$ cat config.mk
export PLATFORM = sky130hd
export DESIGN_NAME = bca_front
export DESIGN_NICKNAME = d
export VERILOG_FILES = /design/src/hw/rtl/binned_coverage_accumulator_top_defines.svh /design/src/hw/rtl/bca_pkg.sv /design/src/hw/rtl/bca_front.sv
export SDC_FILE = /design/constraint.sdc
export NUM_CORES = 1
export LEC_CHECK = 0
export BUFFER_PORTS_ARGS = -buffer_cell sky130_fd_sc_hd__buf_2
export CORE_MARGIN = 5
export CORE_UTILIZATION = 33
export DETAILED_ROUTE_END_ITERATION = 10
export GPL_TIMING_DRIVEN = 0
export PLACE_DENSITY = 0.81
export SLEW_MARGIN = 20
export SYNTH_ARGS = -nofsm -noshare
export SYNTH_HDL_FRONTEND = slang
export SYNTH_SLANG_ARGS = --single-unit
$ cat constraint.sdc
create_clock -name vclk -period 1.38
set_input_delay 0.069 -clock vclk [all_inputs]
set_output_delay 0.069 -clock vclk [all_outputs]
set_load 0.01 [all_outputs]
$ cat src/hw/rtl/binned_coverage_accumulator_top_defines.svh
// assertion helpers for the binned coverage accumulator
`ifndef BINNED_COVERAGE_ACCUMULATOR_TOP_DEFINES_SVH
`define BINNED_COVERAGE_ACCUMULATOR_TOP_DEFINES_SVH

// checked only out of reset
`define BCA_ASSERT(lbl, prop, msg) \
  lbl: assert property (@(posedge clk) disable iff (!rst_n) prop) else $error(msg);

// checked on every edge, reset included
`define BCA_ASSERT_ALWAYS(lbl, prop, msg) \
  lbl: assert property (@(posedge clk) prop) else $error(msg);

`endif

$ cat src/hw/rtl/bca_pkg.sv
package bca_pkg;

  localparam int MAX_REGIONS = 4096;
  localparam int REG_AW      = $clog2(MAX_REGIONS);
  localparam int FIFO_DEPTH  = 2;
  localparam int FIFO_AW     = $clog2(FIFO_DEPTH);

  // request codes
  localparam logic [1:0] REQ_ADD   = 2'd0;
  localparam logic [1:0] REQ_STATS = 2'd1;
  localparam logic [1:0] REQ_RUN   = 2'd2;

  // register indexes
  localparam logic [1:0] CFG_REGION_SIZE = 2'd0;
  localparam logic [1:0] CFG_MIN_BASES   = 2'd1;
  localparam logic [1:0] CFG_CONTIG_LEN  = 2'd2;

  localparam logic [15:0] RESET_REGION_SIZE = 16'd100;
  localparam logic [31:0] RESET_MIN_BASES   = 32'd100;
  localparam logic [31:0] RESET_CONTIG_LEN  = 32'd409600;

  typedef enum logic [1:0] {
    OP_ADD   = 2'd0,
    OP_STATS = 2'd1,
    OP_RUN   = 2'd2
  } op_t;

  typedef struct packed {
    logic [1:0]  req_type;
    logic        unmapped;
    logic [31:0] ref_start;
    logic [31:0] ref_end;
    logic [11:0] scan_from_region;
  } in_item_t;

  typedef struct packed {
    logic [12:0] region_count;
    logic [12:0] regions_above;
    logic [43:0] total_bases;
    logic [43:0] bases_above;
    logic        run_found;
    logic [31:0] run_start_base;
    logic [31:0] run_end_base;
    logic [12:0] next_region;
  } out_item_t;

  typedef struct packed {
    op_t         op;
    logic [31:0] ref_start;
    logic [31:0] ref_end;
    logic [11:0] scan;
  } cmd_t;

  typedef struct packed {
    logic [15:0] region_size;
    logic [31:0] min_bases;
    logic [31:0] contig_length;
  } cfg_t;

endpackage

$ cat src/hw/rtl/bca_front.sv
module bca_front (
  input  logic              in_valid,
  input  bca_pkg::in_item_t in_data,
  output logic              in_stall,
  input  logic              clearing,
  input  logic              fifo_full,
  output logic              fifo_push,
  output bca_pkg::cmd_t     fifo_cmd
);
  import bca_pkg::*;

  logic keep;

  // hold off while the store is cleared or the queue is full
  assign in_stall = fifo_full | clearing;

  // drop unmapped or empty adds and unknown requests
  always_comb begin
    keep               = 1'b0;
    fifo_cmd.op        = OP_ADD;
    fifo_cmd.ref_start = in_data.ref_start;
    fifo_cmd.ref_end   = in_data.ref_end;
    fifo_cmd.scan      = in_data.scan_from_region;
    case (in_data.req_type)
      REQ_ADD: begin
        keep        = !in_data.unmapped && (in_data.ref_end > in_data.ref_start);
        fifo_cmd.op = OP_ADD;
      end
      REQ_STATS: begin
        keep        = 1'b1;
        fifo_cmd.op = OP_STATS;
      end
      REQ_RUN: begin
        keep        = 1'b1;
        fifo_cmd.op = OP_RUN;
      end
      default: keep = 1'b0;
    endcase
  end

  assign fifo_push = in_valid && !in_stall && keep;

endmodule

* After elaboration in Yosys (flattened, before gate mapping)
Cells that the tools add are included.
** Word-level totals
- Bits of input ports :: 82
- Output and inout bits :: 80
- Register bits :: 0
- Logic and storage cells :: 13
** Operators by class
- Reduce and logical (&&, ||, !) cells :: 7
- Order comparisons :: 1
- Multiplexer cells :: 2
- Bitwise logic cells :: 1
- Equality and inequality tests :: 2
** Operators by type and width (number)
- $gt 32x32->1 :: 1
- $pmux 2 s2 :: 1
- $logic_and 1x1->1 :: 3
- $eq 2x1->1 const B :: 1
- $eq 2x2->1 const B :: 1
- $logic_not 1->1 :: 2
- $logic_not 2->1 :: 1
- $pmux 1 s2 :: 1
- $reduce_or 2->1 :: 1
- $or 1x1->1 :: 1

* Longest topological paths before layout
Gate-level depths: netlist of the first run.
- Word-level depth :: 4
- Depth in mapped cells :: 7
- Mapped depth without buffers :: 7

* Least setup slack after synthesis of the first run
OpenSTA, ideal clock, no wires.
- Path kind :: input port to output port
- Start point :: input port in_data[58] in the netlist's numbering
- End point :: output port fifo_push
- Data required time :: 1311 ps
- Path buffers :: 0
- Path slack :: -162 ps
- Stages :: 7
- Arrival :: 1473 ps
- Path through :: inv_1 -> ha_1 -> a21oi_2 -> nand2_1 -> a221o_1 -> o31a_1 -> o221a_1
** Between the ends
- Word-level cells in the longest chain between the ends :: 4
** Ends and longest elaborated chain
- from (decl) :: RTL line bca_front.sv:3 : input bca_pkg::in_item_t in_data,
- $gt 32x32->1 :: RTL line bca_front.sv:26 : keep = !in_data.unmapped && (in_data.ref_end > in_data.ref_start);
- $logic_and 1x1->1 :: RTL line bca_front.sv:26
- $pmux 1 s2 :: RTL line bca_front.sv:24 : case (in_data.req_type)
- $logic_and 1x1->1 :: RTL line bca_front.sv:41 : assign fifo_push = in_valid && !in_stall && keep;
- to (decl) :: RTL line bca_front.sv:7 : output logic fifo_push,
Every way passes these cells.

* Worst setup path after layout of the first run
- Start point :: input port in_data[18] in the netlist's numbering
- End point :: output port fifo_push
Same word-level chain as after synthesis.

==> flow_metrics.py, run 1 <==
metrics = {
    "detailed_routing": {
        "wire_per_inst_um": 10.64,
        "num_vias": 1697,
        "ant_nets": 0,
        "drt-vias-per-instance": 4.200,
        "drc": 0,
        "drt_iter0_drc": 10,
        "wl_mm": 4.300,
        "firstDrtPassIters": 4,
    },
    "setup_path": {
        "path_cells": "buf_2 -> ha_1 -> nand2_2 -> o21ai_1 -> a221o_1 -> o31a_1 -> o221a_1 -> buf_2",
        "cp_max_fo": 2,
        "cp_common_cell": "buf_2",
        "crit_type": "in -> out",
        "critPathBufInv": 2,
        "crit_family": "compound AO/OA/AOI/OAI gates",
        "cp_data_required_time_ns": 1.31,
        "cp-start-kind": "input port",
        "arrival_ns": 1.60,
        "critPathSlowestCell": "a221o_1",
        "slowest_delay_ns": 0.32,
        "endpoint_kind": "output pin",
    },
    "synthesis": {
        "synth_top_family_by_area": "buffers and inverters",
        "yosysWarnings": 0,
        "avgSynthCellArea_sq_um": 7.406,
        "synthCells": 197,
        "netlist_top_cells_area": "buf_4, ha_1, inv_1",
        "synth_top_area_share_pct": 39.11,
        "synth_largest_area_cell": "buf_4",
        "synth_xor_area_share_pct": 0,
        "synth_mux_area_share_pct": 0,
        "synthSimpleGateAreaFrac_pct": 9.434,
        "ys_seq_area_share_pct": 0,
        "synth_cell_types": 26,
        "yosys-top-cells-count": "buf_4, ha_1, inv_1",
        "yosys.area_share.adder_pct": 30.87,
        "syn-cell-area_sq_um": 1459,
        "yosysMostFrequentCell": "buf_4",
        "synth_compound_area_share_pct": 11.32,
        "syn_nets": 315,
    },
    "power_and_ir_drop": {
        "p_per_area_nw_per_um2": 296.0,
        "power_leakage_nw": 1.563,
        "ir_drop_mv": 0.1506,
        "power_mw": 0.7529,
    },
    "global_route": {
        "grt_pass1_wl_mm": 7.286,
        "grt_pass1_vias": 1749,
        "antenna_found_initial": 0,
        "grt_usage_pct": 13.69,
        "grt_max_degree": 4,
        "grt-ovfl-total": 0,
    },
    "placed_design": {
        "place.gp.congestion": 0.7407,
        "post_dp_cell_area_sq_um": 2411,
        "preCtsSetupSlack_ns": -0.3946,
        "hpwl_mm": 4.088,
        "io_buffers": 150,
        "post-place-cells": 399,
    },
    "floorplan": {
        "row_count": 24,
        "core_area_sq_um": 4324,
        "io_pins": 162,
        "fp.dieH_um": 76.49,
        "die_x_um": 76.49,
        "die-area_sq_um": 5851,
        "start_util_pct": 33.74,
    },
    "sta": {
        "setup-tns-final_ns": -0.2919,
        "finalCriticalPeriod_ns": 1.672,
        "fmax_mhz": 598.1,
        "min_period_over_period_pct": 121.2,
        "slew_headroom_pct": 81.67,
        "tightestPinTransition_ns": 0.2750,
        "setup_violations": 1,
        "drv_slew": 0,
        "setup_ws_ns": -0.2919,
        "rsz0062_at_grt": "true",
        "finalHoldViolations": 0,
    },
    "cts": {
        "hold_buffers": 0,
    },
    "layout": {
        "clkbuf_count": 0,
        "fillCellCount": 408,
        "antenna_cells": 0,
        "fin_cells": 404,
        "nets": 472,
        "regArea_sq_um": 0,
        "drive_gt1_share_pct": 73.58,
        "design.seq.count": 0,
        "final_area_sq_um": 2544,
        "area_growth_pct": 74.36,
    },
    "hold_path": {
        "hold_class": "in -> out",
    },
    "run": {
        "cap_violations": 0,
    },
    "status": {
        "status": "finished with violations",
        "violations": "negative setup slack",
    },
}
-- power breakdown --
part | leakage, nW | switching, mW | internal, mW
Combinational | 1.56 | 0.319 | 0.434
Sequential | 0 | 0 | 0
Clock | 0 | 0 | 0
-- routing by layer --
metal  GRT usage [%]  wire length, um  vias to the layer above  share of wire [%]
met2           27.31             2350                       75                 55
met3           2.955              417                        2                9.7
met4          0.6993               14                        0               0.33
met1           15.17             1519                      737                 35
li1                -                -                      883                  -
met5               0                0                        -                  0
-- metrics by stage --
step	util, %	hold WS, ns
after CTS	58.83	0.3249
after global routing	58.83	0.3312
final	58.83	0.3217
after detailed placement	55.76	0.3245
after global placement	55.76	0.3240
after floorplan	-	0.2298
-- area by class of cell --
class	count	area, sq um	share of cell area [%]
multi-input cells	85	903.4	35.51
repair buffers	155	859.6	33.79
plain buffers	76	570.5	22.43
inverters	36	145.1	5.706
well taps	52	65.06	2.558
-- cells in the final DEF, fill, tap and decap left out, types with 2 or more instances in the layout --
cell type	count
a21o_1	2
a21oi_1	7
a21oi_2	3
a221o_1	2
and4_1	2
buf_2	138
buf_4	82
buf_6	11
ha_1	26
ha_4	10
inv_1	26
inv_2	6
inv_4	4
nand2_1	5
nand3_1	3
nand4_1	5
nor2_1	2
nor2b_1	2
o21ai_0	2
-- kinds of logic after synthesis --
family                   after synthesis
adder cells (fa/ha/maj)               36
AND/OR/NAND/NOR                       25
buffers and inverters                112
AO/OA/AOI/OAI                         24
-- what timing repair did --
item,CTS,global route
gates resized for setup,21,0
pin swaps,19,1
endpoints found under the hold margin,0,0
setup buffers,5,0
endpoints found under the setup margin,1,1
-- worst paths after layout --
check / slack (ns) / start / depth (start not counted) / endpoint
worst max-delay path: -0.29 / in_data[18] / 8 / fifo_push
worst min-delay path: 0.32 / in_data[8] / 2 / fifo_cmd[8]
Power figures use the tool's default switching activity.
==> run 2, diff against run 1 <==
--- a/config.mk
+++ b/config.mk
@@ -7,10 +7,10 @@
 export LEC_CHECK = 0
 export BUFFER_PORTS_ARGS = -buffer_cell sky130_fd_sc_hd__buf_2
 export CORE_MARGIN = 5
-export CORE_UTILIZATION = 33
+export CORE_UTILIZATION = 35
 export DETAILED_ROUTE_END_ITERATION = 10
 export GPL_TIMING_DRIVEN = 0
-export PLACE_DENSITY = 0.81
+export PLACE_DENSITY = 0.82
 export SLEW_MARGIN = 20
 export SYNTH_ARGS = -nofsm -noshare
 export SYNTH_HDL_FRONTEND = slang
==> constraint.sdc (replaced) <==
create_clock -name vclk -period 1.6
set_input_delay 0.08 -clock vclk [all_inputs]
set_output_delay 0.08 -clock vclk [all_outputs]
set_load 0.01 [all_outputs]
==> run 2 against run 1 <==
Compared with the run above:
- the run still ends with negative setup slack left
- largest cell class unchanged
- design area is 4.2% lower
- global-route usage hardly changed
- core utilization is 1.6 points higher
- critical path depth stayed put
- critical endpoint unchanged
==> flow_metrics.py, run 2 (synthesized netlist as in run 1, its figures left out) <==
metrics = {
    "status": {
        "status": "finished with violations",
        "violations": "negative setup slack",
    },
    "global_route": {
        "grt-ovfl-total": 0,
        "grt_pass1_wl_mm": 6.354,
        "grt_usage_pct": 13.72,
        "grt_pass1_vias": 1615,
        "grt_max_degree": 4,
        "antenna_found_initial": 0,
    },
    "run": {
        "cap_violations": 0,
    },
    "detailed_routing": {
        "firstDrtPassIters": 4,
        "wire_per_inst_um": 10.93,
        "drt-vias-per-instance": 4.227,
        "num_vias": 1695,
        "wl_mm": 4.383,
        "ant_nets": 0,
        "drc": 0,
        "drt_iter0_drc": 57,
    },
    "setup_path": {
        "crit_type": "in -> out",
        "path_cells": "buf_2 -> ha_1 -> nand4_1 -> nor2_1 -> a221o_1 -> o31a_1 -> o221a_1 -> buf_2",
        "cp_data_required_time_ns": 1.52,
        "cp_max_fo": 2,
        "cp-start-kind": "input port",
        "cp_common_cell": "buf_2",
        "critPathBufInv": 2,
        "arrival_ns": 1.64,
        "critPathSlowestCell": "a221o_1",
        "endpoint_kind": "output pin",
        "slowest_delay_ns": 0.32,
        "crit_family": "compound AO/OA/AOI/OAI gates",
    },
    "cts": {
        "hold_buffers": 0,
    },
    "layout": {
        "layout_commonest_cell": "buf_2",
        "drive_gt1_share_pct": 70.66,
        "regArea_sq_um": 0,
        "area_growth_pct": 66.98,
        "fin_cells": 401,
        "layout_common_cells": "buf_2, buf_4, inv_1",
        "nets": 471,
        "design.seq.count": 0,
        "antenna_cells": 0,
        "fillCellCount": 372,
        "clkbuf_count": 0,
    },
    "sta": {
        "setup-tns-final_ns": -0.1195,
        "rsz0062_at_grt": "true",
        "setup_ws_ns": -0.1195,
        "finalCriticalPeriod_ns": 1.720,
        "min_period_over_period_pct": 107.5,
        "finalHoldViolations": 0,
        "tightestPinTransition_ns": 0.2875,
        "setup_violations": 1,
        "slew_headroom_pct": 80.83,
        "drv_slew": 0,
        "fmax_mhz": 581.6,
    },
    "power_and_ir_drop": {
        "p_sw_mw": 0.2722,
        "comb_power_share_pct": 100.0,
        "p_per_area_nw_per_um2": 256.2,
        "netSwitchingFraction_pct": 43.62,
        "power.internal_mw": 0.3518,
        "p_seq_share_pct": 0,
        "ir_drop_mv": 0.1176,
        "pwr-share-clk_pct": 0,
        "power_leakage_nw": 1.552,
    },
    "hold_path": {
        "hold_class": "in -> out",
        "worstHoldPathCells": 2,
        "min_to": "fifo_cmd[9]",
        "hold_path_startpoint": "in_data[9]",
    },
    "floorplan": {
        "start_util_pct": 36.21,
        "die-area_sq_um": 5559,
        "fp.dieH_um": 74.56,
        "row_count": 23,
        "core_area_sq_um": 4029,
        "io_pins": 162,
        "die_x_um": 74.56,
    },
    "placed_design": {
        "io_buffers": 150,
        "place.gp.congestion": 0.7532,
        "hpwl_mm": 4.091,
        "post-place-cells": 397,
    },
}
[run 2: power groups by stage]
stage / Clock [mW] / Sequential (mW) / Combinational (mW)
final: 0 / 0 / 0.624
after floorplan: 0 / 0 / 0.342
after global placement: 0 / 0 / 0.569
after global routing: 0 / 0 / 0.698
after CTS: 0 / 0 / 0.624
after detailed placement: 0 / 0 / 0.586
[run 2: timing repair]
action	4_1_cts	5_1_grt
buffers inserted	4	0
endpoints found under the setup margin	1	1
pin swaps	9	1
resized for setup	15	6
gates cloned	0	0
[run 2: layout make-up]
type	count	area, sq um	area share [%]
timing repair buffer	154	799.5	32.82
tap	50	62.56	2.568
multi-input combinational	85	868.3	35.64
buffer	76	570.5	23.42
inverter	36	135.1	5.547
[run 2: worst max path at each step]
stage	slack, ns	from	end	cells after the start
floorplan	0.04	in_data[58]	fifo_push	7
global placement	-0.32	in_data[58]	fifo_push	9
detailed placement	-0.28	in_data[58]	fifo_push	9
CTS	-0.11	in_data[58]	fifo_push	10
global route	-0.19	in_data[63]	fifo_push	9
finish	-0.12	in_data[20]	fifo_push	8
[run 2: metrics by stage]
| step | util [%] | setup slack (ns) | total power [mW] | hold slack, ns | area [sq um] |
|---|---|---|---|---|---|
| floorplan | - | 0.03607 | 0.3419 | 0.2518 | 1459 |
| global placement | 56.40 | -0.3172 | 0.5695 | 0.3459 | 2272 |
| detailed placement | 56.40 | -0.2846 | 0.5857 | 0.3472 | 2272 |
| CTS | 59.94 | -0.1072 | 0.6237 | 0.3472 | 2415 |
| global route | 60.47 | -0.1916 | 0.6976 | 0.3533 | 2436 |
| finish | 60.47 | -0.1195 | 0.6240 | 0.3450 | 2436 |
[run 2: per-layer routing]
metal | wire, um | track usage (%) | up-vias
met3 | 467 | 1.081 | 0
met2 | 2390 | 28.98 | 78
li1 | - | - | 885
met4 | 0 | 0.3953 | 0
met5 | 0 | 0 | -
met1 | 1525 | 15.27 | 732
