**config.mk**
```make
export PLATFORM = sky130hd
export DESIGN_NAME = bca_fifo
export DESIGN_NICKNAME = d
export VERILOG_FILES = /design/src/hw/rtl/binned_coverage_accumulator_top_defines.svh /design/src/hw/rtl/bca_pkg.sv /design/src/hw/rtl/bca_fifo.sv
export SDC_FILE = /design/constraint.sdc
export NUM_CORES = 1
export LEC_CHECK = 0
export BUFFER_PORTS_ARGS = -buffer_cell sky130_fd_sc_hd__buf_2
export CORE_ASPECT_RATIO = 1.1
export CORE_MARGIN = 3
export CORE_UTILIZATION = 45
export CTS_BUF_LIST = sky130_fd_sc_hd__clkbuf_8
export DETAILED_ROUTE_END_ITERATION = 10
export MAX_ROUTING_LAYER = met4
export PLACE_DENSITY = 0.77
export SLEW_MARGIN = 30
export SYNTH_ARGS = -nofsm -noshare
export SYNTH_HDL_FRONTEND = slang
export SYNTH_SLANG_ARGS = --single-unit
```
**constraint.sdc**
```tcl
create_clock -name clk -period 6.85 [get_ports clk]
set_clock_uncertainty 0.2 [all_clocks]
set_input_delay 1.0275 -clock clk [delete_from_list [all_inputs] [get_ports clk]]
set_output_delay 1.0275 -clock clk [all_outputs]
set_load 0.01 [all_outputs]
```
**src/hw/rtl/binned_coverage_accumulator_top_defines.svh**
```systemverilog
// assertion helpers for the binned coverage accumulator
`ifndef BINNED_COVERAGE_ACCUMULATOR_TOP_DEFINES_SVH
`define BINNED_COVERAGE_ACCUMULATOR_TOP_DEFINES_SVH

// checked only out of reset
`define BCA_ASSERT(lbl, prop, msg) \
  lbl: assert property (@(posedge clk) disable iff (!rst_n) prop) else $error(msg);

// checked on every edge, reset included
`define BCA_ASSERT_ALWAYS(lbl, prop, msg) \
  lbl: assert property (@(posedge clk) prop) else $error(msg);

`endif

```
**src/hw/rtl/bca_pkg.sv**
```systemverilog
package bca_pkg;

  localparam int MAX_REGIONS = 4096;
  localparam int REG_AW      = $clog2(MAX_REGIONS);
  localparam int FIFO_DEPTH  = 2;
  localparam int FIFO_AW     = $clog2(FIFO_DEPTH);

  // request codes
  localparam logic [1:0] REQ_ADD   = 2'd0;
  localparam logic [1:0] REQ_STATS = 2'd1;
  localparam logic [1:0] REQ_RUN   = 2'd2;

  // register indexes
  localparam logic [1:0] CFG_REGION_SIZE = 2'd0;
  localparam logic [1:0] CFG_MIN_BASES   = 2'd1;
  localparam logic [1:0] CFG_CONTIG_LEN  = 2'd2;

  localparam logic [15:0] RESET_REGION_SIZE = 16'd100;
  localparam logic [31:0] RESET_MIN_BASES   = 32'd100;
  localparam logic [31:0] RESET_CONTIG_LEN  = 32'd409600;

  typedef enum logic [1:0] {
    OP_ADD   = 2'd0,
    OP_STATS = 2'd1,
    OP_RUN   = 2'd2
  } op_t;

  typedef struct packed {
    logic [1:0]  req_type;
    logic        unmapped;
    logic [31:0] ref_start;
    logic [31:0] ref_end;
    logic [11:0] scan_from_region;
  } in_item_t;

  typedef struct packed {
    logic [12:0] region_count;
    logic [12:0] regions_above;
    logic [43:0] total_bases;
    logic [43:0] bases_above;
    logic        run_found;
    logic [31:0] run_start_base;
    logic [31:0] run_end_base;
    logic [12:0] next_region;
  } out_item_t;

  typedef struct packed {
    op_t         op;
    logic [31:0] ref_start;
    logic [31:0] ref_end;
    logic [11:0] scan;
  } cmd_t;

  typedef struct packed {
    logic [15:0] region_size;
    logic [31:0] min_bases;
    logic [31:0] contig_length;
  } cfg_t;

endpackage

```
**src/hw/rtl/bca_fifo.sv**
```systemverilog
module bca_fifo (
  input  logic          clk,
  input  logic          rst_n,
  input  logic          push,
  input  bca_pkg::cmd_t wr_data,
  input  logic          pop,
  output bca_pkg::cmd_t rd_data,
  output logic          full,
  output logic          empty
);
  import bca_pkg::*;

  cmd_t                 entry_r [FIFO_DEPTH];
  logic [FIFO_AW-1:0]   wp_r, rp_r;
  logic [FIFO_AW:0]     cnt_r;

  assign full    = (cnt_r == (FIFO_AW+1)'(FIFO_DEPTH));
  assign empty   = (cnt_r == '0);
  assign rd_data = entry_r[rp_r];

  // pointers and fill level
  always_ff @(posedge clk) begin
    if (!rst_n) begin
      wp_r  <= '0;
      rp_r  <= '0;
      cnt_r <= '0;
    end else begin
      if (push) wp_r <= wp_r + 1'b1;
      if (pop)  rp_r <= rp_r + 1'b1;
      cnt_r <= cnt_r + (FIFO_AW+1)'(push) - (FIFO_AW+1)'(pop);
    end
  end

  // queue storage
  always_ff @(posedge clk) begin
    if (push) entry_r[wp_r] <= wr_data;
  end

endmodule

```
; ---- Word-level counts from Yosys, hierarchy flattened
; Memories as Yosys holds them, arrays and structs flattened. A register that Yosys moved wholly into a read port is not among the register bits.
; Index checks and enable logic that the tools add are counted.
; W data, S select, Z words.
[totals]
register_bits = 4
ramBits = 156
input_bits = 82
memories = 1
[memory_table]
columns = memory, depth, width, rd, rd_clocked_by_memory_dff, write_ports, line
row1 = entry_r, 2, 78, 1, 1, 1, bca_fifo.sv:13  ; cmd_t entry_r [FIFO_DEPTH];
[classes]
add_sub_neg = 4
n_eq_ne = 1
n_mux = 4
reduce_logical = 1
[ops]
columns = cell, count
row1 = $mux W1, 4
row2 = $add A1 B1 Y1 const B, 2
row3 = $add A2 B1 Y2, 1
row4 = $eq A2 B2 Y1 const B, 1
row5 = $logic_not A2 Y1, 1
row6 = $sub A2 B1 Y2, 1

; ---- Logic depth before layout (Yosys ltp)
; Gate-level depths: netlist (run 1).
[depth]
word_depth = 3
depth_mapped = 6

; ---- Least setup slack after synthesis (run 1)
; OpenSTA, ideal clock, no wires.
[synth_timing]
path_kind = input -> register
start = input port push
end = memory entry_r[0][0] (netlist name), enable pin
setup_time_ns = 0.525
arrival_time_ns = 4.471
path_slack_ns = 1.654
stages = 1
path_buffers = 0
path_cell_list = nor2b_1
[synth_via]
elab_chain_cells = 2
[synth_lines]
columns = item, line
row1 = start: declaration, bca_fifo.sv:4  ; input logic push,
row2 = $mux W1, bca_fifo.sv:36  ; if (push) entry_r[wp_r] <= wr_data;
row3 = $mux W1 (not written as such), bca_fifo.sv:36
row4 = end: declaration, bca_fifo.sv:13
; No other way between the ends.

==> results.md, run 1 <==
Outcome:
- The flow ran to the end, and the final reports show no timing, DRC or antenna violations.

STA:
- The final hold violation count is 0.
- Dividing the final minimum period by the clock period gives 47.7%.
- The count of final max-slew check failures was 0.
- Setup repair after global routing left no endpoint under its margin.
- The minimum period implied by the final worst setup slack is 3.27 ns.
- After routing, the total negative slack on setup checks comes to 0 ns.
- The maximum operating frequency is 306 MHz.
- The worst pin sits at a relative slew slack of 50.3%.
- The final number of setup-violating endpoints is 0.
- The actual transition at the worst max-transition pin is 0.745 ns.

Finish:
- The relative area change from synthesis to final layout is 24.6%.
- The count of antenna diodes in the layout is 0.
- The total number of nets in the final design is 522.
- The core occupancy in the finished layout is 58.0%.
- The final instance area is 7390 um2.
- The proportion of layout cells with a drive suffix above 1 is 61.0%.

GRT:
- The first global-routing pass estimated 15700 um of wire.
- The via count of the first global-routing pass came to 3246.
- The initial antenna violation count is 0.
- For this run, global-route usage on met3 was measured as 4.29%.
- Entering global routing, the biggest net connects 55 pins.
- The met1 routing resource usage after global routing is 16.3%.
- The layer flagged by global routing as most heavily used is met2.
- In the global route stage, met2 resource usage came out at 24.4%.
- Global routing used 14.6% of the available tracks across all layers.
- The overflow left after global routing is 0.

Setup path:
- The worst setup path is launched from a flop.
- The worst reg2reg path startpoint is wp_r.
- The worst setup path is captured at an output pin.
- At the worst endpoint, the arrival time is 2.04 ns.
- The largest fanout of any net on the critical path is 40.
- The required time of the critical path is 5.62 ns.
- The path type of the worst setup path is reg -> out.

Floorplan:
- The area of the die is 14600 um2.
- Once the floorplan was initialized, standard cells occupied 46.5% of the core.
- The floorplan step set the die height to 126 um.
- The placeable core region is 12800 um2.
- For this design the top-level I/O count stands at 162.
- The floorplan has 43 rows.
- From left edge to right edge, the die measures 115 um.

Synthesis:
- Summing the areas of all compound-gate instances in the mapped netlist gives 0.127% of the synthesized area.
- After synthesis, the share of cell area in mux cells is 16.1%.
- For this run, the register share of the synthesized area comes to 80.6%.
- In the synthesized netlist, the number of instances is 264.
- The unique cell type count in the Yosys netlist is 14.
- Of the total synthesized cell area, the portion taken by AND, OR, NAND and NOR gates is 0.907%.
- The number of nets handed over by synthesis was 348.
- After Yosys synthesis, XOR and XNOR cells account for 0.527% of the synthesized area.
- The total of flip-flops plus latches after synthesis is 161.
- The total of warnings raised by yosys is 0.
- The dominant combinational cell family by area after synthesis is multiplexers.
- Summing every instance area after synthesis gives 5930 um2.
- The per-instance average area after synthesis is 22.5 um2.
- Summing the areas of all fa, ha and maj instances in the mapped netlist gives 0.422% of the synthesized area.

CTS:
- Clock tree synthesis found a total of 161 sinks.
- TritonCTS built the clock tree.
- The number of buffers added by the clock tree synthesis step is 17.
- The later-pin clock latency in the skew report is 0.43 ns.
- After clock tree synthesis, the clock-pin slew on the worst setup and hold paths is 0.07 ns.
- The total number of H-tree levels is 4.
- The quantity of gates resized following cts is 0.
- The deepest clock path buffer count is 2.
- Clock tree synthesis selected as its root buffer the cell clkbuf_8.
- The number of setup buffers added after CTS is 0.
- After clock tree synthesis, the flow added hold-fix buffers numbering 0.

Power and ir drop:
- In this run the static leakage power is 0.00283 uW.
- IR analysis of the VDD net gives a maximum drop of 0.000159 V.
- The power per standard cell area is 289 nW/um2.

Placement:
- After detailed placement, the total cell area comes to 6940 um2.
- Buffers placed on the I/O ports in this run total 161.
- Routability-driven placement finished with a final weighted congestion of 0.693.
- The HPWL after detailed placement is 6790 um.

Routing:
- In this run, the number of DRC markers left after iteration 0 of detailed routing was 191.
- The count of nets left with antenna violations once routing finished came out at 0.
- After detailed routing, the average wire length per cell comes to 16.8 um.
- Summing over every cut layer, the via total after detailed routing is 2972.
- Wires add up to 10200 um.
- The vias per cell is 4.89.
- In the routed design, unresolved DRC markers number 0.
- The first-pass iteration count of the detailed router is 4.

Flow run:
- The count of max-cap constraint violations is 0.

Hold path:
- In this run the worst hold path is classified as reg -> reg.
- In this run the most critical hold path is launched from rp_r.
-- power breakdown --
group / switching (uW) / leakage (uW) / total (uW) / internal [uW]
combinational: 108 / 0.00110 / 227 / 119
clock: 318 / 0.000226 / 751 / 432
sequential: 22.9 / 0.00151 / 1160 / 1140
-- layer usage --
layer | wire length, um | vias up | share of wire, %
met1 | 4030 | 1464 | 40
met5 | 0 | - | 0
li1 | - | 1386 | -
met4 | 161 | 0 | 1.6
met3 | 595 | 13 | 5.8
met2 | 5410 | 109 | 53
-- per-stage QoR --
stage / total power, uW / hold WS, ns / worst slack, ns / cells
floorplan: 1320 / 0.355 / 1.65 / 264
global placement: 1400 / 0.356 / 3.75 / 574
detailed placement: 1420 / 0.370 / 3.69 / 576
CTS: 2160 / 0.393 / 3.48 / 608
global route: 2220 / 0.432 / 3.47 / 608
finish: 2140 / 0.387 / 3.58 / 608
-- area by class of cell --
| type | count | area (um2) |
|---|---|---|
| Tap cell | 157 | 196 |
| Clock inverter | 11 | 160 |
| Sequential cell | 161 | 4790 |
| Timing Repair Buffer | 164 | 868 |
| Inverter | 2 | 7.51 |
| Clock buffer | 21 | 289 |
| Fill cell | 964 | 5360 |
| Multi-Input combinational cell | 92 | 1080 |
-- flip-flops by register name (all words and copies together), names as in the netlist, named ones only --
| register | count |
|---|---|
| cnt_r | 2 |
| entry_r | 156 |
| rp_r | 1 |
| wp_r | 1 |
-- cell usage after synthesis (all sizes together) --
cell,count,area share [%]
nor2,1,0.063
xor2,1,0.15
ha,2,0.42
edfxtp,156,79
mux2,78,16
nor2b,4,0.42
xnor3,1,0.38
buf,9,1.2
dfxtp,5,1.7
and2,4,0.42
o21a,1,0.13
inv,2,0.13
-- placed cells by master (no fill, tap or decap), drive strengths merged --
cell | netlist | layout
inv | 2 | 4
nor2 | 1 | 1
and2 | 4 | 4
xnor3 | 1 | 1
bufinv | 0 | 4
xor2 | 1 | 1
clkinv | 0 | 2
dfxtp | 5 | 5
buf | 9 | 164
ha | 2 | 2
nor2b | 4 | 4
mux2 | 78 | 78
clkbuf | 0 | 21
edfxtp | 156 | 156
clkinvlp | 0 | 3
o21a | 1 | 1
-- path summary, 6_finish.rpt --
kind	slack, ns	end	depth (start not counted)
hold / removal	0.39	rp_r	2
hold reg to reg	0.39	rp_r	2
setup / recovery	3.58	rd_data[66]	3
setup reg to reg	4.58	entry_r[0][77]	2
-- cells by family (layout without fill, tap and decap cells) --
group,Yosys count,count (layout)
AO/OA/AOI/OAI,1,1
XOR/XNOR,2,2
adder cells (fa/ha/maj),2,2
buffers and inverters,11,198
flip-flops,161,161
multiplexers,78,78
AND/OR/NAND/NOR,9,9
-- critical path, stage by stage, from the launching register on --
cell	delay (ns)
dfxtp_4	0.73
buf_16	0.31
mux2_2	0.39
buf_2	0.15
No activity file was read; power rests on OpenSTA's default activity.
==> run 2: changes to the inputs <==
--- a/config.mk
+++ b/config.mk
@@ -5,6 +5,7 @@
 export SDC_FILE = /design/constraint.sdc
 export NUM_CORES = 1
 export LEC_CHECK = 0
+export ABC_AREA = 1
 export BUFFER_PORTS_ARGS = -buffer_cell sky130_fd_sc_hd__buf_2
 export CORE_ASPECT_RATIO = 1.1
 export CORE_MARGIN = 3
@@ -12,7 +13,7 @@
 export CTS_BUF_LIST = sky130_fd_sc_hd__clkbuf_8
 export DETAILED_ROUTE_END_ITERATION = 10
 export MAX_ROUTING_LAYER = met4
-export PLACE_DENSITY = 0.77
+export PLACE_DENSITY = 0.8
 export SLEW_MARGIN = 30
 export SYNTH_ARGS = -nofsm -noshare
 export SYNTH_HDL_FRONTEND = slang
==> constraint.sdc (replaced) <==
create_clock -name clk -period 2.7 [get_ports clk]
set_clock_uncertainty 0.2 [all_clocks]
set_input_delay 0.405 -clock clk [delete_from_list [all_inputs] [get_ports clk]]
set_output_delay 0.405 -clock clk [all_outputs]
set_load 0.01 [all_outputs]
==> results.md, run 2 <==
Outcome:
- Status: completed (unchanged).

Finish:
- The core occupancy in the finished layout came to 63.8% (was 58.0%).
- The total number of nets in the final design is 616 (was 522).
- The register bank with the most flops is entry_r (unchanged).
- The relative area change from synthesis to final layout is 37.2% (was 24.6%).
- The final standard cell count with taps included and fillers excluded is 702 (was 608).
- The most common library cell in the layout ignoring fill and taps is buf_2 (unchanged).
- Biggest regs: entry_r: 156 flops, cnt_r: 2 flops (unchanged).
- The proportion of layout cells with a drive suffix above 1 is 50.5% (was 61.0%).
- The count of antenna diodes in the layout is 0 (unchanged).
- The flip-flop count of the largest register, all copies and words added was 156 (unchanged).
- Commonest cells after routing, fill and taps aside: 161 x buf_2, 156 x edfxtp_1, 79 x dlygate4sd3_1 (was 161 x buf_2, 156 x edfxtp_1, 58 x mux2_2).

Synthesis:
- The dominant register cell in the synthesized netlist is edfxtp_1 (unchanged).
- The share of the yosys chip area belonging to registers is 80.6% (unchanged).
- The per-instance average area after synthesis is 21.5 um2 (was 22.5 um2).
- The synthesized instance count came to 276 (was 264).
- The summed instance area of the synthesized netlist is 5930 um2 (unchanged).
- The total of warnings raised by yosys is 0 (unchanged).
- The net count after synthesis is 360 (was 348).
- The most frequently used cell type in the post-synthesis netlist is edfxtp_1 (unchanged).
- Largest cells by area after synthesis: edfxtp_1 79%, mux2_2 11%, mux2_4 5.1%, dfxtp_1 1.7%, buf_6 0.76% (unchanged).
- The unique cell type count in the Yosys netlist is 12 (was 14).
- The share of the synthesized area in the top cell type was 79.0% (unchanged).
- The total of flip-flops plus latches after synthesis is 161 (unchanged).
- The cell type with the largest total area after synthesis is edfxtp_1 (unchanged).
- Top cells by instance count after synthesis: 156 x edfxtp_1, 58 x mux2_2, 20 x mux2_4 (unchanged).
- The number of enable flip-flop cells after synthesis was 156 (unchanged).
- The async set-or-reset flop fraction in the synthesized netlist is 0% (unchanged).

Routing:
- The number of design rule violations left after detail routing is 0 (unchanged).
- The vias per cell was 4.84 (was 4.89).
- The via count of the routed design is 3399 (was 2972).
- The average wire per cell in the routed design is 16.5 um (was 16.8 um).
- The first-pass iteration count of the detailed router came to 4 (unchanged).
- The final wirelength is 11600 um (was 10200 um).
- The count of antenna-violating nets left after detailed routing is 0 (unchanged).
- The violation count after the first detailed-route iteration is 189 (was 191).

STA:
- Setup repair after global routing missed its margin: no (unchanged).
- The worst hold margin is 0.0737 ns (was 0.387 ns).
- The portion of the clock cycle consumed by the worst path in the final layout is 89.0%.
- The count of final max-slew check failures is 0 (unchanged).
- The final number of setup-violating endpoints is 0 (unchanged).
- The smallest clock period supported by the final layout is computed as 2.40 ns.
- The final total negative setup slack came to 0 ns (unchanged).
- The worst setup margin is 0.296 ns (was 3.58 ns).
- The worst relative slew slack is 59.3% (was 50.3%).
- The final hold violation count is 0 (unchanged).
- The maximum operating frequency is 416 MHz.
- The actual transition at the worst max-transition pin is 0.610 ns (was 0.745 ns).

CTS:
- The quantity of gates resized following cts came to 0 (unchanged).
- The register clock-pin slew on the reported worst setup and hold paths is 0.07 ns (about the same).
- The number of buffers added by the clock tree synthesis step is 17 (unchanged).
- The TritonCTS clock tree is yes (unchanged).
- The total number of H-tree levels is 4 (unchanged).
- The deepest clock path buffer count was 2 (unchanged).
- The later-pin clock latency in the skew report came to 0.43 ns (about the same).
- The number of sinks handled by clock tree synthesis was 161 (unchanged).
- The cell chosen for the clock root was clkbuf_8 (unchanged).

Floorplan:
- The I/O pin total is 162 (unchanged).
- The vertical die dimension is 126 um (unchanged).
- The number of placement rows came to 43 (unchanged).
- The x dimension of the die is 115 um (unchanged).
- The effective utilization at floorplan is 46.5% (unchanged).
- The area of the die came to 14600 um2 (unchanged).
- The placeable core region is 12800 um2 (unchanged).

Hold path:
- The type of the worst min-delay path was in -> reg (was reg -> reg).

Placement:
- The half-perimeter wire length after detailed placement is 7130 um (was 6790 um).
- The routability-driven placement congestion ratio is 0.692 (was 0.693).
- The count of buffers from port buffering is 161 (unchanged).
- The worst slack after detailed placement came to 0.767 ns (was 3.69 ns).
- The total instance count after detailed placement is 591 (was 576).

Setup path:
- The required time of the critical path is 2.10 ns (was 5.62 ns).
- The critical path launch point type is a flop (unchanged).
- The largest fanout of any net on the critical path is 37 (was 40).
- The element type at the critical path end is an output pin (unchanged).
- The critical path arrival was 1.80 ns (was 2.04 ns).
- The path type of the worst setup path is reg -> out (unchanged).

GRT:
- The initial antenna violation count is 0 (unchanged).
- The total track usage is 16.8% (was 14.6%).
- The overflow left after global routing is 0 (unchanged).
- The largest net degree at the start of global routing is 45 (was 55).
- The via count of the first global-routing pass is 3756 (was 3246).
- The first-pass GRT wire length is 18000 um (was 15700 um).

Power and ir drop:
- The power per standard cell area is 657 nW/um2 (was 289 nW/um2).
- The worst IR drop on VDD was 0.000384 V (was 0.000159 V).
- The leakage power summed over all cells came to 0.00318 uW (was 0.00283 uW).

Flow run:
- The count of max-cap constraint violations is 0 (unchanged).
[run 2: cell types whose count changed after synthesis, sizes merged]
cell / before / now
nor2b: 4 / 0
xor2: 1 / 0
inv: 2 / 7
o21a: 1 / 0
nor2: 1 / 9
a21oi: 0 / 1
nand3: 0 / 1
xnor3: 1 / 0
nand2: 0 / 8
and2: 4 / 0
[run 2: power by group]
part / switching (uW) / internal (uW) / leakage (uW) / total [uW]
Combinational: 300 / 328 / 0.00146 / 629
Sequential: 35.2 / 2890 / 0.00151 / 2920
Clock: 812 / 985 / 0.000214 / 1800
[run 2: metal layers]
metal  global-route usage, %  routed length [um]  vias to the layer above  part of all wire (%)
met3                    4.44                 638                       23                   5.5
li1                        -                   -                     1576                     -
met4                    7.80                 242                        0                   2.1
met2                    29.0                6200                      135                    53
met1                    17.8                4520                     1665                    39
met5                       -                   0                        -                     0
[run 2: final cells by class]
type | instances | area [um2]
Clock buffer | 17 | 234
Clock inverter | 15 | 179
Fill cell | 869 | 4610
Inverter | 7 | 27.5
Multi-Input combinational cell | 99 | 1060
Sequential cell | 161 | 4790
Tap cell | 157 | 196
Timing Repair Buffer | 246 | 1650
[run 2: logic make-up after synthesis]
group,count (synthesis),share of synthesized area [%]
adders and majority gates,2,0.422
DFF,161,80.6
AOI/OAI and AO/OA,1,0.0843
muxes,78,16.1
buffers and inverters,16,1.62
and+or+nand+nor,18,1.16
[run 2: worst paths after layout]
kind / to / slack, ns / from / depth (start not counted)
max: rd_data[8] / 0.30 / flop / 3
max reg2reg: cnt_r[1] / 1.04 / cnt_r[0] / 8
min reg2reg: flop / 0.32 / rp_r / 2
min: flop / 0.07 / pop / 3
[run 2: through the flow]
stage	area, um2	power [uW]
2_1_floorplan	5940	3280
3_3_place_gp	6940	3490
3_5_place_dp	6940	3520
4_1_cts	8140	5400
5_1_grt	8140	5570
6_report	8140	5350
[run 2: what timing repair did]
item / 4_1_cts / 5_1_grt
buffers inserted: 0 / 0
endpoints found under the setup margin: 0 / 0
endpoints found under the hold margin: 158 / 0
hold buffers: 79 / 0
[run 2: critical path, cell delays in order, from the launching register on]
cell and delay, ns:
dfxtp_4 0.36, buf_4 0.43, mux2_2 0.40, buf_2 0.14
==> run 3: changes to the inputs <==
--- a/config.mk
+++ b/config.mk
@@ -10,8 +10,9 @@
 export CORE_ASPECT_RATIO = 1.1
 export CORE_MARGIN = 3
 export CORE_UTILIZATION = 45
-export CTS_BUF_LIST = sky130_fd_sc_hd__clkbuf_8
+export CTS_BUF_LIST = sky130_fd_sc_hd__clkbuf_4
 export DETAILED_ROUTE_END_ITERATION = 10
+export GPL_TIMING_DRIVEN = 0
 export MAX_ROUTING_LAYER = met4
 export PLACE_DENSITY = 0.8
 export SLEW_MARGIN = 30
==> results.md, run 3 (synthesis gave the netlist of run 2 again) <==
Setup path:
- Crit path cell chain: buf_6 > buf_6 > buf_6 > mux2_4 > buf_2 (was buf_4 > mux2_2 > buf_2).
- The combined buffer and inverter count along the critical path came to 4 (was 2).
- The cell count of the worst reg-to-reg path is 3 (was 8).
- The slowest cell on the critical path is dfxtp_1 (was buf_4).
- The total stage count of the critical path is 5 (was 3).
- The element type at the critical path end is an output pin (unchanged).
- The critical path's top delay family is buffers and inverters (unchanged).
- The most numerous cell type found on the critical path is buf_6.
- The critical path arrival was 1.83 ns (was 1.80 ns).
- The capture point of the worst reg-to-reg path is entry_r[1][31] (was cnt_r[1]).
- The worst reg2reg path startpoint is wp_r (was cnt_r[0]).
- The path type of the worst setup path is reg -> out (unchanged).
- The largest fanout of any net on the critical path was 10 (was 37).
- The worst-case register-to-register setup slack is 0.89 ns (was 1.04 ns).
- The delay of the slowest critical-path stage came to 0.34 ns (was 0.43 ns).
- The critical path launch point type is a flop (unchanged).
- The required time of the critical path is 2.10 ns (about the same).

CTS:
- The cell chosen for the clock root is clkbuf_4 (was clkbuf_8).
- The quantity of gates resized following cts is 0 (unchanged).
- The register clock-pin slew on the reported worst setup and hold paths is 0.12 ns (was 0.07 ns).
- The TritonCTS clock tree is yes (unchanged).
- The deepest clock path buffer count was 2 (unchanged).
- The later-pin clock latency in the skew report is 0.53 ns (was 0.43 ns).
- The number of buffers added by the clock tree synthesis step is 17 (unchanged).
- The number of sinks handled by clock tree synthesis was 161 (unchanged).
- The post-cts hold buffer count was 81 (was 79).
- The number of setup buffers added after CTS is 0 (unchanged).
- The total number of H-tree levels is 4 (unchanged).

Routing:
- The number of design rule violations left after detail routing is 0 (unchanged).
- The average wire per cell in the routed design was 16.8 um (was 16.5 um).
- The first-pass iteration count of the detailed router is 5 (was 4).
- The count of antenna-violating nets left after detailed routing is 0 (unchanged).
- The violation count after the first detailed-route iteration came to 180 (was 189).
- The final wirelength was 12000 um (was 11600 um).
- The vias per cell came to 4.82 (was 4.84).
- The via count of the routed design was 3430 (was 3399).

Floorplan:
- The area of the die is 14600 um2 (unchanged).
- The number of placement rows is 43 (unchanged).
- The placeable core region is 12800 um2 (unchanged).
- The x dimension of the die is 115 um (unchanged).
- The effective utilization at floorplan is 46.5% (unchanged).
- The I/O pin total was 162 (unchanged).
- The vertical die dimension came to 126 um (unchanged).

Outcome:
- Status: completed (unchanged).

Hold path:
- The type of the worst min-delay path is reg -> reg (was in -> reg).
- The hold path startpoint is rp_r (was pop).
- The worst hold path cell count was 2 (was 3).

STA:
- The maximum operating frequency was 410 MHz (was 416 MHz).
- The minimum period implied by the final worst setup slack came to 2.44 ns (was 2.40 ns).
- The final hold violation count came to 0 (unchanged).
- The worst relative slew slack is 62.0% (was 59.3%).
- The count of final max-slew check failures was 0 (unchanged).
- The portion of the clock cycle consumed by the worst path in the final layout is 90.3% (was 89.0%).
- The actual transition at the worst max-transition pin is 0.568 ns (was 0.610 ns).
- The final number of setup-violating endpoints is 0 (unchanged).
- The worst hold margin came to 0.324 ns (was 0.0737 ns).
- Setup repair after global routing missed its margin: no (unchanged).

Power and ir drop:
- The leakage power summed over all cells is 0.00318 uW (about the same).
- The total power after layout is 5030 uW (was 5350 uW).
- The worst IR drop on VDD is 0.000448 V (was 0.000384 V).
- The power per standard cell area is 617 nW/um2 (was 657 nW/um2).

Finish:
- Biggest regs: entry_r: 156 flops, cnt_r: 2 flops (unchanged).
- The flip-flop count of the largest register, all copies and words added came to 156 (unchanged).
- The relative area change from synthesis to final layout is 37.5% (was 37.2%).
- The proportion of layout cells with a drive suffix above 1 is 51.0% (was 50.5%).
- The total of fill cells in the finished design was 877 (was 869).
- The register cell area after layout is 4780 um2 (was 4790 um2).
- The total number of nets in the final design is 626 (was 616).
- The core occupancy in the finished layout is 64.0% (was 63.8%).
- The register bank with the most flops is entry_r (unchanged).
- The final instance area is 8160 um2 (was 8140 um2).
- The most common library cell in the layout ignoring fill and taps is buf_2 (unchanged).
- The count of antenna diodes in the layout is 0 (unchanged).
- The multi-input combinational cell area was 1060 um2 (unchanged).
- Commonest cells after routing, fill and taps aside: 166 x buf_2, 156 x edfxtp_1, 81 x dlygate4sd3_1 (was 161 x buf_2, 156 x edfxtp_1, 79 x dlygate4sd3_1).

GRT:
- The via count of the first global-routing pass was 3795 (was 3756).
- The total track usage is 17.7% (was 16.8%).
- The overflow left after global routing is 0 (unchanged).
- The initial antenna violation count is 0 (unchanged).
- The first-pass GRT wire length is 18800 um (was 18000 um).
- The largest net degree at the start of global routing is 41 (was 45).

Flow run:
- The count of max-cap constraint violations is 0 (unchanged).

Placement:
- The count of buffers from port buffering was 161 (unchanged).
- The routability-driven placement congestion ratio is 0.691 (was 0.692).
- The half-perimeter wire length after detailed placement is 7380 um (was 7130 um).
- The placement-stage cell area came to 7050 um2 (was 6940 um2).
-- run 3: cell count changes in the layout (fill, tap and decap cells not counted), moves of 4 or more --
cell / change
buf_6: +4
buf_2: +5
clkinv_1: +4
inv_1: -5
buf_4: -5
clkbuf_4: +17
clkbuf_8: -17
-- run 3: report_power, final --
part,internal (uW),switching [uW]
clock network,633,815
registers,2890,33.5
logic,353,309
total,3870,1160
-- run 3: per-stage QoR --
stage / TNS (ns) / setup slack (ns) / cells
after floorplan: 0 / 0.0777 / 276
final: 0 / 0.263 / 712
after detailed placement: 0 / 0.712 / 599
after global placement: -81.49 / -0.835 / 594
after global routing: 0 / 0.0835 / 712
after CTS: 0 / 0.163 / 712
-- run 3: worst max-delay path by stage --
| stage | slack [ns] | endpoint |
|---|---|---|
| floorplan | 0.08 | entry_r[1][0] |
| global placement | -0.84 | entry_r[1][75] |
| detailed placement | 0.71 | entry_r[0][72] |
| CTS | 0.16 | rd_data[54] |
| global route | 0.08 | rd_data[64] |
| finish | 0.26 | rd_data[65] |
-- run 3: layer usage --
layer | up-vias | GRT usage [%] | part of all wire [%]
met2 | 122 | 30.7 | 55
li1 | 1609 | - | -
met5 | - | - | 0
met4 | 0 | 6.49 | 1.5
met1 | 1683 | 18.8 | 38
met3 | 16 | 5.53 | 5.5
-- run 3: cell type report --
class,instances,share of cell area (%)
multi-input combinational,99,13.0
clock buffer,17,1.56
inverter,7,0.353
tap,157,2.41
sequential,161,58.7
clock inverter,15,2.04
timing repair buffer,247,21.1
buffer,9,0.859
-- run 3: worst reg2reg max path: cells and delay by family (launching register included) --
| family | cells | cell delay, ns |
|---|---|---|
| flops | 1 | 0.42 |
| buf+inv | 2 | 0.74 |
| simple gates | 1 | 0.13 |
